`config.mk`:
```
export PLATFORM = sky130hd
export DESIGN_NAME = fird_front
export DESIGN_NICKNAME = d
export VERILOG_FILES = /design/src/rtl/core/fir_decimator_assert.svh /design/src/rtl/core/fird_pkg.sv /design/src/rtl/core/fird_front.sv
export SDC_FILE = /design/constraint.sdc
export NUM_CORES = 1
export LEC_CHECK = 0
export BUFFER_PORTS_ARGS = -buffer_cell sky130_fd_sc_hd__buf_2
export CORE_MARGIN = 5
export CORE_UTILIZATION = 31
export DETAILED_ROUTE_END_ITERATION = 10
export PLACE_DENSITY = 0.86
export REMOVE_ABC_BUFFERS = 1
export SLEW_MARGIN = 40
export SYNTH_ARGS = -nofsm -noshare
export SYNTH_HDL_FRONTEND = slang
export SYNTH_SLANG_ARGS = --single-unit
```
`constraint.sdc`:
```
create_clock -name clk -period 3.6 [get_ports clk]
set_input_delay 0.54 -clock clk [delete_from_list [all_inputs] [get_ports clk]]
set_output_delay 0.54 -clock clk [all_outputs]
set_load 0.05 [all_outputs]
```
`src/rtl/core/fir_decimator_assert.svh`:
```
// Assertion macros for the decimator; clk and rst_n come from the including scope.
`ifndef FIR_DECIMATOR_ASSERT_SVH
`define FIR_DECIMATOR_ASSERT_SVH

// Same-cycle implication.
`define FIRD_ASSERT_IMP(label, ante, cons, msg) \
    label: assert property (@(posedge clk) disable iff (!rst_n) (ante) |-> (cons)) \
        else $error(msg);

// Next-cycle implication.
`define FIRD_ASSERT_NXT(label, ante, cons, msg) \
    label: assert property (@(posedge clk) disable iff (!rst_n) (ante) |=> (cons)) \
        else $error(msg);

`endif

```
`src/rtl/core/fird_pkg.sv`:
```
package fird_pkg;

    localparam int IDX_W = 7;
    localparam int DF_W  = 4;
    localparam int TPP_W = 5;

    localparam int DEF_MAX_DECIM    = 8;
    localparam int DEF_MAX_TAPS     = 16;
    localparam int DEF_SAMPLE_WIDTH = 16;
    localparam int DEF_COEF_WIDTH   = 16;
    localparam int QUEUE_DEPTH      = 2;

    localparam logic [DF_W-1:0]  DF_RESET  = 4'd2;
    localparam logic [TPP_W-1:0] TPP_RESET = 5'd16;

    localparam logic REQ_SAMPLE = 1'b0;
    localparam logic REQ_COEF   = 1'b1;

    typedef enum logic {
        REG_DECIM = 1'b0,
        REG_TAPS  = 1'b1
    } fird_reg_t;

    typedef struct packed {
        logic [DF_W-1:0]  decim_factor;
        logic [TPP_W-1:0] taps_per_phase;
    } fird_cfg_t;

    typedef struct packed {
        logic empty;
        logic full;
    } fird_qstat_t;

    typedef struct packed {
        logic idle;
        logic finishing;
    } fird_bstat_t;

    // Zero acts as one, anything above the limit acts as the limit.
    function automatic logic [31:0] fird_clamp(input logic [31:0] v, input logic [31:0] maxv);
        logic [31:0] r;
        r = v;
        if (v == 32'd0)
        begin
            r = 32'd1;
        end
        else if (v > maxv)
        begin
            r = maxv;
        end
        return r;
    endfunction

endpackage

```
`src/rtl/core/fird_front.sv`:
```
module fird_front
    import fird_pkg::*;
#(
    parameter int MAX_DECIM    = DEF_MAX_DECIM,
    parameter int SAMPLE_WIDTH = DEF_SAMPLE_WIDTH,
    parameter int COEF_WIDTH   = DEF_COEF_WIDTH,
    parameter int CMD_W        = DEF_SAMPLE_WIDTH + IDX_W + DEF_COEF_WIDTH + 2
)
(
    input  logic                                  clk,
    input  logic                                  rst_n,
    input  fird_cfg_t                             cfg,
    input  logic                                  in_valid,
    input  logic                                  in_req,
    input  logic [SAMPLE_WIDTH+IDX_W+COEF_WIDTH-1:0] in_data,
    output logic                                  in_ready,
    input  fird_qstat_t                           qstat,
    output logic                                  push,
    output logic [CMD_W-1:0]                      push_data
);

    localparam int PH_W = $clog2(MAX_DECIM);

    logic [PH_W-1:0] phase_reg, phase_next;
    logic [31:0]     d_eff;
    logic            accept;
    logic            is_sample;
    logic            emit;

    assign in_ready  = !qstat.full;
    assign accept    = in_valid && in_ready;
    assign is_sample = (in_req == REQ_SAMPLE);
    assign d_eff     = fird_clamp(32'(cfg.decim_factor), 32'(MAX_DECIM));
    assign emit      = (32'(phase_reg) + 32'd1 >= d_eff);

    assign push      = accept;
    assign push_data = {emit && is_sample, in_req, in_data};

    always_comb
    begin
        phase_next = phase_reg;
        if (accept && is_sample)
        begin
            phase_next = emit ? '0 : phase_reg + 1'b1;
        end
    end

    always_ff @(posedge clk or negedge rst_n)
    begin
        if (!rst_n)
        begin
            phase_reg <= '0;
        end
        else
        begin
            phase_reg <= phase_next;
        end
    end

endmodule

```
==> run_results.csv <==
group,metric,value,unit
final_layout,antenna_cells,0,
critical_path,path_class,"reg -> out",
die,die_area,2996,um^2
global_route,grtUsageTotal,16.22,%
clock_network,post_cts_buffers,0,
final_layout,drive_above_1_share,42.31,%
yosys,synthCells,76,
die,core,1942,um^2
final_layout,area_growth,-29.03,%
worst_hold_path,hp-class,"in -> async",
power,p_per_area,659.5,nW/um^2
die,die_h,54.74,um
power,vdd_drop_max,0.2478,mV
detailed_routing,ant_nets,0,
sta,slew_violations,0,
die,dieWidth,54.74,um
detailed_routing,viasPerCell,4.456,
critical_path,worst-path-max-fanout,5,
detailed_routing,drt_iter0_markers,4,
clock_network,clkTransAtPathRegs,0.04,ns
critical_path,r2r_slack,1.88,ns
final_layout,layoutNonFillerInstCount,79,
critical_path,setup.worst_path.end_class,"output port",
clock_network,insertion_delay,0.23,ns
sta,fin_crit,2.539,ns
clock_network,clk_path_buf_depth,2,
global_route,grt_start_max_net_pins,6,
critical_path,rr_startpoint,"phase_reg[0]",
sta,finalSetupTns,0,ns
final_layout,largest_register_ffs,3,
sta,period_share,70.53,%
die,pin_count,97,
clock_network,post_cts_resized,0,
yosys,yosys.area.top_type_share,48.39,%
die,initial_core_util,31.96,%
yosys,synth.distinct_cells,20,
yosys,ys_warn_count,0,
clock_network,cts_sinks,3,
sta,finalHoldViolations,0,
power,p_leak,0.2207,nW
final_layout,finish.utilization,22.68,%
clock_network,cts_buffers,3,
global_route,antenna_found_initial,0,
yosys,synth.cell_area,620.6,um^2
yosys,avgSynthCellArea,8.166,um^2
detailed_routing,wire_per_inst,30.06,um
detailed_routing,firstDrtPassIters,3,
die,rows,16,
sta,slew_headroom,81.79,%
placed_design,place.port_buffers,12,
critical_path,worstSetupStartpointType,"flip-flop",
global_route,grt_overflow,0,
critical_path,critPathRequiredTime,3.06,ns
clock_network,cts_tree,"yes",
detailed_routing,wirelength,2.375,mm
sta,setup_viol,0,
yosys,synth_top_cell_by_area,"buf_4",
final_layout,nets,112,
sta,rsz0062_at_grt,"false",
global_route,first_global_vias,398,
clock_network,htreeDepth,1,
placed_design,place_congestion,0.7817,
clock_network,ctsRootBufferMaster,"clkbuf_4",
global_route,grt_pass1_wl,2.953,mm
placed_design,dp_cells,75,
yosys,yosysSeqAreaShare,12.10,%
critical_path,reg2reg_depth,6,
critical_path,r2r-end,"phase_reg[1]",
yosys,synthTopCellsByArea,"buf_4 (48%), dfrtp_1 (12%), ha_1 (10%), o211ai_2 (6.0%), nand2_1 (2.4%)",
clock_network,ctsHoldBuffers,0,
yosys,ys_ff_latch,3,
sta,clock.fmax,393.8,MHz
detailed_routing,drc,0,
run,max-cap-violations,0,
sta,tightest_slew,0.2731,ns
status,outcome,"finished clean",
critical_path,crit_arrival,2.00,ns
sta,skew,0.001658,ns
detailed_routing,vias,352,
placed_design,dp_hpwl,2.204,mm
power breakdown:
group / leakage, nW / internal, W / switching [W]
Sequential: 0.0353 / 0.0000486 / 0.0000177
Combinational: 0.170 / 0.0000689 / 0.0000973
Clock: 0.0150 / 0.0000415 / 0.0000164
Total: 0.221 / 0.000159 / 0.000132
through the flow:
step	cell area, um^2	power [W]	setup slack [ns]	hold slack, ns
floorplan	320.3	0.0001928	1.056	0.2444
global placement	414.1	0.0002225	1.305	0.3364
detailed placement	414.1	0.0002364	1.291	0.3380
CTS	440.4	0.0002976	1.029	0.08846
global route	440.4	0.0003236	0.8844	0.08540
finish	440.4	0.0002905	1.061	0.09687
layout by cell type (no fill, tap or decap), drive strengths merged:
| cell | Yosys | layout |
|---|---|---|
| buf | 40 | 12 |
| nor3b | 2 | 2 |
| nor2b | 1 | 1 |
| nand2 | 5 | 5 |
| inv | 3 | 3 |
| o21a | 1 | 1 |
| clkbuf | 0 | 4 |
| a21oi | 1 | 1 |
| nor2 | 4 | 4 |
| dfrtp | 3 | 3 |
| and3 | 1 | 1 |
| ha | 5 | 5 |
| nand2b | 1 | 1 |
| o21ai | 2 | 2 |
| and2b | 1 | 1 |
| xor2 | 1 | 1 |
| o211ai | 4 | 4 |
| or3b | 1 | 1 |
cells in the mapped netlist, drive strengths merged:
cell    instances
buf            40
nor3b           2
inv             3
nor2            4
o21ai           2
a21oi           1
o21a            1
nor2b           1
ha              5
and2b           1
or3b            1
nand2b          1
xor2            1
and3            1
o211ai          4
dfrtp           3
nand2           5
worst max-delay path: stages (launching register included):
cell and delay (ns):
dfrtp_1 0.42, ha_1 0.26, xor2_1 0.17, ha_1 0.29, o211ai_2 0.11, o21a_1 0.19
nor2_1 0.07, buf_2 0.26
kinds of logic (layout without fill, tap and decap cells):
group	after synthesis	count (layout)	synth area share, %
AND/OR/NAND/NOR	16	16	15.32
flip-flops	3	3	12.10
XOR/XNOR	1	1	1.412
AO/OA/AOI/OAI	8	8	10.89
adder cells (fa/ha/maj)	5	5	10.08
buffers and inverters	43	19	50.20
final cells by class:
class | instances | area [um^2]
tap | 27 | 33.78
clock buffer | 4 | 26.28
sequential | 3 | 75.07
inverter | 3 | 11.26
multi-input combinational | 30 | 234.0
fill | 220 | 1501
timing repair buffer | 12 | 60.06
worst max-delay path by stage:
stage	from	cells past startpoint	endpoint
final	phase_reg[0]	7	push_data[40]
after global routing	phase_reg[0]	7	push_data[40]
after CTS	phase_reg[0]	7	push_data[40]
after detailed placement	phase_reg[0]	7	push_data[40]
after global placement	cfg[6]	9	push_data[40]
after floorplan	phase_reg[0]	6	push_data[40]
layer usage:
metal,vias to the layer above,GRT usage (%),part of all wire (%)
met5,-,0,0
met3,0,22.07,36
met4,0,4.979,0
met2,44,23.43,40
li1,158,-,-
met1,150,12.46,25
No activity file was read; power rests on OpenSTA's default activity.
