[config.mk]
export PLATFORM = sky130hd
export DESIGN_NAME = fird_queue
export DESIGN_NICKNAME = d
export VERILOG_FILES = /design/src/rtl/core/fir_decimator_assert.svh /design/src/rtl/core/fird_pkg.sv /design/src/rtl/core/fird_queue.sv
export SDC_FILE = /design/constraint.sdc
export NUM_CORES = 1
export LEC_CHECK = 0
export ABC_AREA = 1
export BUFFER_PORTS_ARGS = -buffer_cell sky130_fd_sc_hd__buf_2
export CORE_AREA = 2 2 46 48
export DETAILED_ROUTE_END_ITERATION = 16
export DIE_AREA = 0 0 48 50
export HOLD_SLACK_MARGIN = 0.08
export PLACE_DENSITY = 0.79
export SYNTH_ARGS = -nofsm -noshare
export SYNTH_HDL_FRONTEND = slang
export SYNTH_SLANG_ARGS = --single-unit
export TNS_END_PERCENT = 20
[constraint.sdc]
create_clock -name clk -period 1.5 [get_ports clk]
set_clock_uncertainty 0.15 [all_clocks]
set_input_delay 0.225 -clock clk [delete_from_list [all_inputs] [get_ports clk]]
set_output_delay 0.225 -clock clk [all_outputs]
set_load 0.005 [all_outputs]
[src/rtl/core/fir_decimator_assert.svh]
// Assertion macros for the decimator; clk and rst_n come from the including scope.
`ifndef FIR_DECIMATOR_ASSERT_SVH
`define FIR_DECIMATOR_ASSERT_SVH

// Same-cycle implication.
`define FIRD_ASSERT_IMP(label, ante, cons, msg) \
    label: assert property (@(posedge clk) disable iff (!rst_n) (ante) |-> (cons)) \
        else $error(msg);

// Next-cycle implication.
`define FIRD_ASSERT_NXT(label, ante, cons, msg) \
    label: assert property (@(posedge clk) disable iff (!rst_n) (ante) |=> (cons)) \
        else $error(msg);

`endif

[src/rtl/core/fird_pkg.sv]
package fird_pkg;

    localparam int IDX_W = 7;
    localparam int DF_W  = 4;
    localparam int TPP_W = 5;

    localparam int DEF_MAX_DECIM    = 8;
    localparam int DEF_MAX_TAPS     = 16;
    localparam int DEF_SAMPLE_WIDTH = 16;
    localparam int DEF_COEF_WIDTH   = 16;
    localparam int QUEUE_DEPTH      = 2;

    localparam logic [DF_W-1:0]  DF_RESET  = 4'd2;
    localparam logic [TPP_W-1:0] TPP_RESET = 5'd16;

    localparam logic REQ_SAMPLE = 1'b0;
    localparam logic REQ_COEF   = 1'b1;

    typedef enum logic {
        REG_DECIM = 1'b0,
        REG_TAPS  = 1'b1
    } fird_reg_t;

    typedef struct packed {
        logic [DF_W-1:0]  decim_factor;
        logic [TPP_W-1:0] taps_per_phase;
    } fird_cfg_t;

    typedef struct packed {
        logic empty;
        logic full;
    } fird_qstat_t;

    typedef struct packed {
        logic idle;
        logic finishing;
    } fird_bstat_t;

    // Zero acts as one, anything above the limit acts as the limit.
    function automatic logic [31:0] fird_clamp(input logic [31:0] v, input logic [31:0] maxv);
        logic [31:0] r;
        r = v;
        if (v == 32'd0)
        begin
            r = 32'd1;
        end
        else if (v > maxv)
        begin
            r = maxv;
        end
        return r;
    endfunction

endpackage

[src/rtl/core/fird_queue.sv]
module fird_queue
    import fird_pkg::*;
#(
    parameter int WIDTH = 8,
    parameter int DEPTH = QUEUE_DEPTH
)
(
    input  logic             clk,
    input  logic             rst_n,
    input  logic             push,
    input  logic [WIDTH-1:0] push_data,
    input  logic             pop,
    output logic [WIDTH-1:0] pop_data,
    output fird_qstat_t      qstat
);

    localparam int PTR_W = $clog2(DEPTH);
    localparam int CNT_W = $clog2(DEPTH + 1);

    logic [WIDTH-1:0] slot_reg [DEPTH];
    logic [PTR_W-1:0] wr_ptr_reg, wr_ptr_next;
    logic [PTR_W-1:0] rd_ptr_reg, rd_ptr_next;
    logic [CNT_W-1:0] count_reg, count_next;

    assign pop_data    = slot_reg[rd_ptr_reg];
    assign qstat.empty = (count_reg == '0);
    assign qstat.full  = (count_reg == CNT_W'(DEPTH));

    always_comb
    begin
        wr_ptr_next = wr_ptr_reg;
        rd_ptr_next = rd_ptr_reg;
        count_next  = count_reg;
        if (push)
        begin
            wr_ptr_next = (wr_ptr_reg == PTR_W'(DEPTH - 1)) ? '0 : wr_ptr_reg + 1'b1;
        end
        if (pop)
        begin
            rd_ptr_next = (rd_ptr_reg == PTR_W'(DEPTH - 1)) ? '0 : rd_ptr_reg + 1'b1;
        end
        if (push && !pop)
        begin
            count_next = count_reg + 1'b1;
        end
        else if (pop && !push)
        begin
            count_next = count_reg - 1'b1;
        end
    end

    always_ff @(posedge clk)
    begin
        if (push)
        begin
            slot_reg[wr_ptr_reg] <= push_data;
        end
    end

    always_ff @(posedge clk or negedge rst_n)
    begin
        if (!rst_n)
        begin
            wr_ptr_reg <= '0;
            rd_ptr_reg <= '0;
            count_reg  <= '0;
        end
        else
        begin
            wr_ptr_reg <= wr_ptr_next;
            rd_ptr_reg <= rd_ptr_next;
            count_reg  <= count_next;
        end
    end

endmodule

==> impl_metrics.json <==
{
  "synth-simple-area-share_pct": 5.05,
  "clockRootBuffer": "clkbuf_4",
  "rows": 16,
  "syn_area_sq_um": 818,
  "setup.worst_path.class": "flop to output pin",
  "synth_fp_nets": 63,
  "antenna_found_initial": 0,
  "cp_max_fo": 8,
  "grt_pass1_vias": 509,
  "ant_nets": 0,
  "drc": 0,
  "p_comb_share_pct": 41.4,
  "wl_per_cell_microns": 12.2,
  "cts_tree": "yes",
  "clk_pin_slew_ns": 0.10,
  "p_sw_mw": 0.511,
  "vias": 499,
  "synth_edf_count": 16,
  "p_clk_share_pct": 13.6,
  "nFillCells": 152,
  "failed_checks": "setup timing",
  "seqPwrFrac_pct": 45.0,
  "layout_setup_ws_ns": -0.154,
  "io_buffers": 21,
  "netlist_instances": 50,
  "drive_above_1_share_pct": 40.9,
  "firstDrtPassIters": 3,
  "synth_top_cell_by_area": "edfxtp_1",
  "fin_crit_ns": 1.65,
  "syn_avg_cell_area_sq_um": 16.4,
  "ir_drop_uv": 949,
  "drv_cap": 0,
  "synthTopCellsByCount": "edfxtp_1, mux2_4, inv_1",
  "nets": 102,
  "synth_top_area_share_pct": 58.7,
  "p_int_mw": 1.34,
  "pre_cts_ws_ns": 0.147,
  "reg2reg_depth": 2,
  "worst_pin_slew_ns": 0.322,
  "ys_types": 12,
  "setup_viol": 8,
  "area_growth_pct": 44.2,
  "grt_start_max_net_pins": 12,
  "dieArea_sq_um": 2400,
  "hp-class": "primary input to async pin",
  "drt_iter0_markers": 5,
  "synth_most_common_cell": "edfxtp_1",
  "cp-start-kind": "flop",
  "synth_compound_area_share_pct": 0,
  "grt_pass1_wl_microns": 1980,
  "grt_setup_unrepaired": "yes",
  "place_congestion": 0.599,
  "clock-sinks": 20,
  "post-dp-hpwl_microns": 877,
  "async_reset_ff_share_pct": 20.0,
  "p_leak_nw": 0.522,
  "report.final.slew_viol_count": 0,
  "p_per_area_nw_per_um2": 1570,
  "synth.area.mux_share_pct": 14.7,
  "cts.path.max_buffers": 2,
  "start_util_pct": 43.0,
  "num_antenna_cells": 0,
  "synth_xor_area_share_pct": 3.21,
  "final.setup.tns_ns": -1.17,
  "crit_chain": "buf_12 > mux2_4 > buf_6",
  "slowest_delay_ns": 0.42,
  "viasPerCell": 4.34,
  "fp.dieH_microns": 50,
  "grt_usage_pct": 12.2,
  "switching_share_pct": 27.6,
  "io_pins": 22,
  "largest_register_ffs": 16,
  "crit_required_ns": 1.12,
  "timing.slew.headroom_pct": 78.5,
  "ys_ff_latch": 20,
  "cts_inserted_buffers": 3,
  "synth_warnings": 0,
  "core-area_sq_um": 1900,
  "synth_top_family_by_area": "multiplexers",
  "hold_viol_final": 0,
  "dpl_cell_area_sq_um": 973,
  "fin_crit_sh_pct": 110,
  "endpoint_kind": "output pin",
  "grt_overflow_total": 0,
  "worstPathArrival_ns": 1.28,
  "fmax_mhz": 605,
  "final_cell_area_sq_um": 1180,
  "outcome": "complete, but fails checks",
  "ys_seq_area_share_pct": 70.9,
  "slowest_stage": "dfrtp_1",
  "yosys-top-cells-area": "edfxtp_1, mux2_4, dfrtp_1",
  "synthAdderAreaFrac_pct": 1.53,
  "ys.flop_type": "edfxtp_1",
  "cts-htree-levels": 1,
  "insertion_delay_ns": 0.29,
  "routed_wl_microns": 1400,
  "chipWidth_microns": 48
}
area by class of cell:
| cell class | count | area, sq um | share of cell area [%] |
|---|---|---|---|
| clock buffer | 4 | 26.3 | 2.23 |
| timing repair buffer | 35 | 300 | 25.5 |
| tap | 27 | 33.8 | 2.86 |
| sequential | 20 | 581 | 49.2 |
| multi-input combinational | 22 | 213 | 18.0 |
| inverter | 7 | 26.3 | 2.23 |
power groups by stage:
stage | logic [mW] | clock network (mW) | registers [mW]
4_1_cts | 0.686 | 0.263 | 0.830
2_1_floorplan | 0.393 | 0 | 0.818
6_report | 0.767 | 0.252 | 0.834
5_1_grt | 0.825 | 0.297 | 0.846
3_5_place_dp | 0.595 | 0 | 0.847
3_3_place_gp | 0.579 | 0 | 0.834
metal layers:
metal | track usage, % | part of all wire, %
met5 | 0 | 0
met4 | 5.41 | 1.5
met3 | 3.30 | 3.7
met1 | 13.2 | 41
met2 | 20.9 | 54
per-stage QoR:
| stage | power [mW] | cells | util, % | hold WS (ns) |
|---|---|---|---|---|
| after floorplan | 1.21 | 50 | - | -0.221 |
| after global placement | 1.41 | 99 | 51.2 | -0.115 |
| after detailed placement | 1.44 | 99 | 51.2 | -0.114 |
| after CTS | 1.78 | 115 | 59.7 | 0.0851 |
| after global routing | 1.97 | 115 | 62.0 | 0.0992 |
| final | 1.85 | 115 | 62.0 | 0.115 |
path summary, 6_finish.rpt:
check,start,to,slack [ns]
setup / recovery,rd_ptr_reg,pop_data[3],-0.15
hold / removal,rst_n,wr_ptr_reg,0.12
setup reg to reg,wr_ptr_reg,slot_reg[1][4],0.31
hold reg to reg,wr_ptr_reg,wr_ptr_reg,0.36
max in group asynchronous,rst_n,count_reg[1],0.96
min in group clk,wr_ptr_reg,wr_ptr_reg,0.36
critical path: cells and delay by family (launching register included):
| family | cells | cell delay [ns] |
|---|---|---|
| buffers and inverters | 2 | 0.28 |
| DFF | 1 | 0.42 |
| muxes | 1 | 0.30 |
timing repair:
item,4_1_cts,5_1_grt
endpoints found under the setup margin,8,9
pin swaps,0,0
hold buffers,11,0
gates resized for setup,3,6
setup buffers,1,0
hold endpoints to repair,22,0
cloned,0,0
cell families after synthesis:
family / after synthesis
fa+ha+maj: 1
mux: 8
simple gates: 10
flops: 20
xor+xnor: 3
buf+inv: 8
placed cells by master, fill, tap and decap left out, drive strengths merged:
cell type	n
inv	7
xor2	2
nor2	3
mux2	8
ha	1
dlygate4sd3	11
dfrtp	4
xnor2	1
nand3	1
nand2	5
edfxtp	16
buf	24
clkbuf	4
nand4	1
Note: power is estimated with default switching activity, not from simulation.
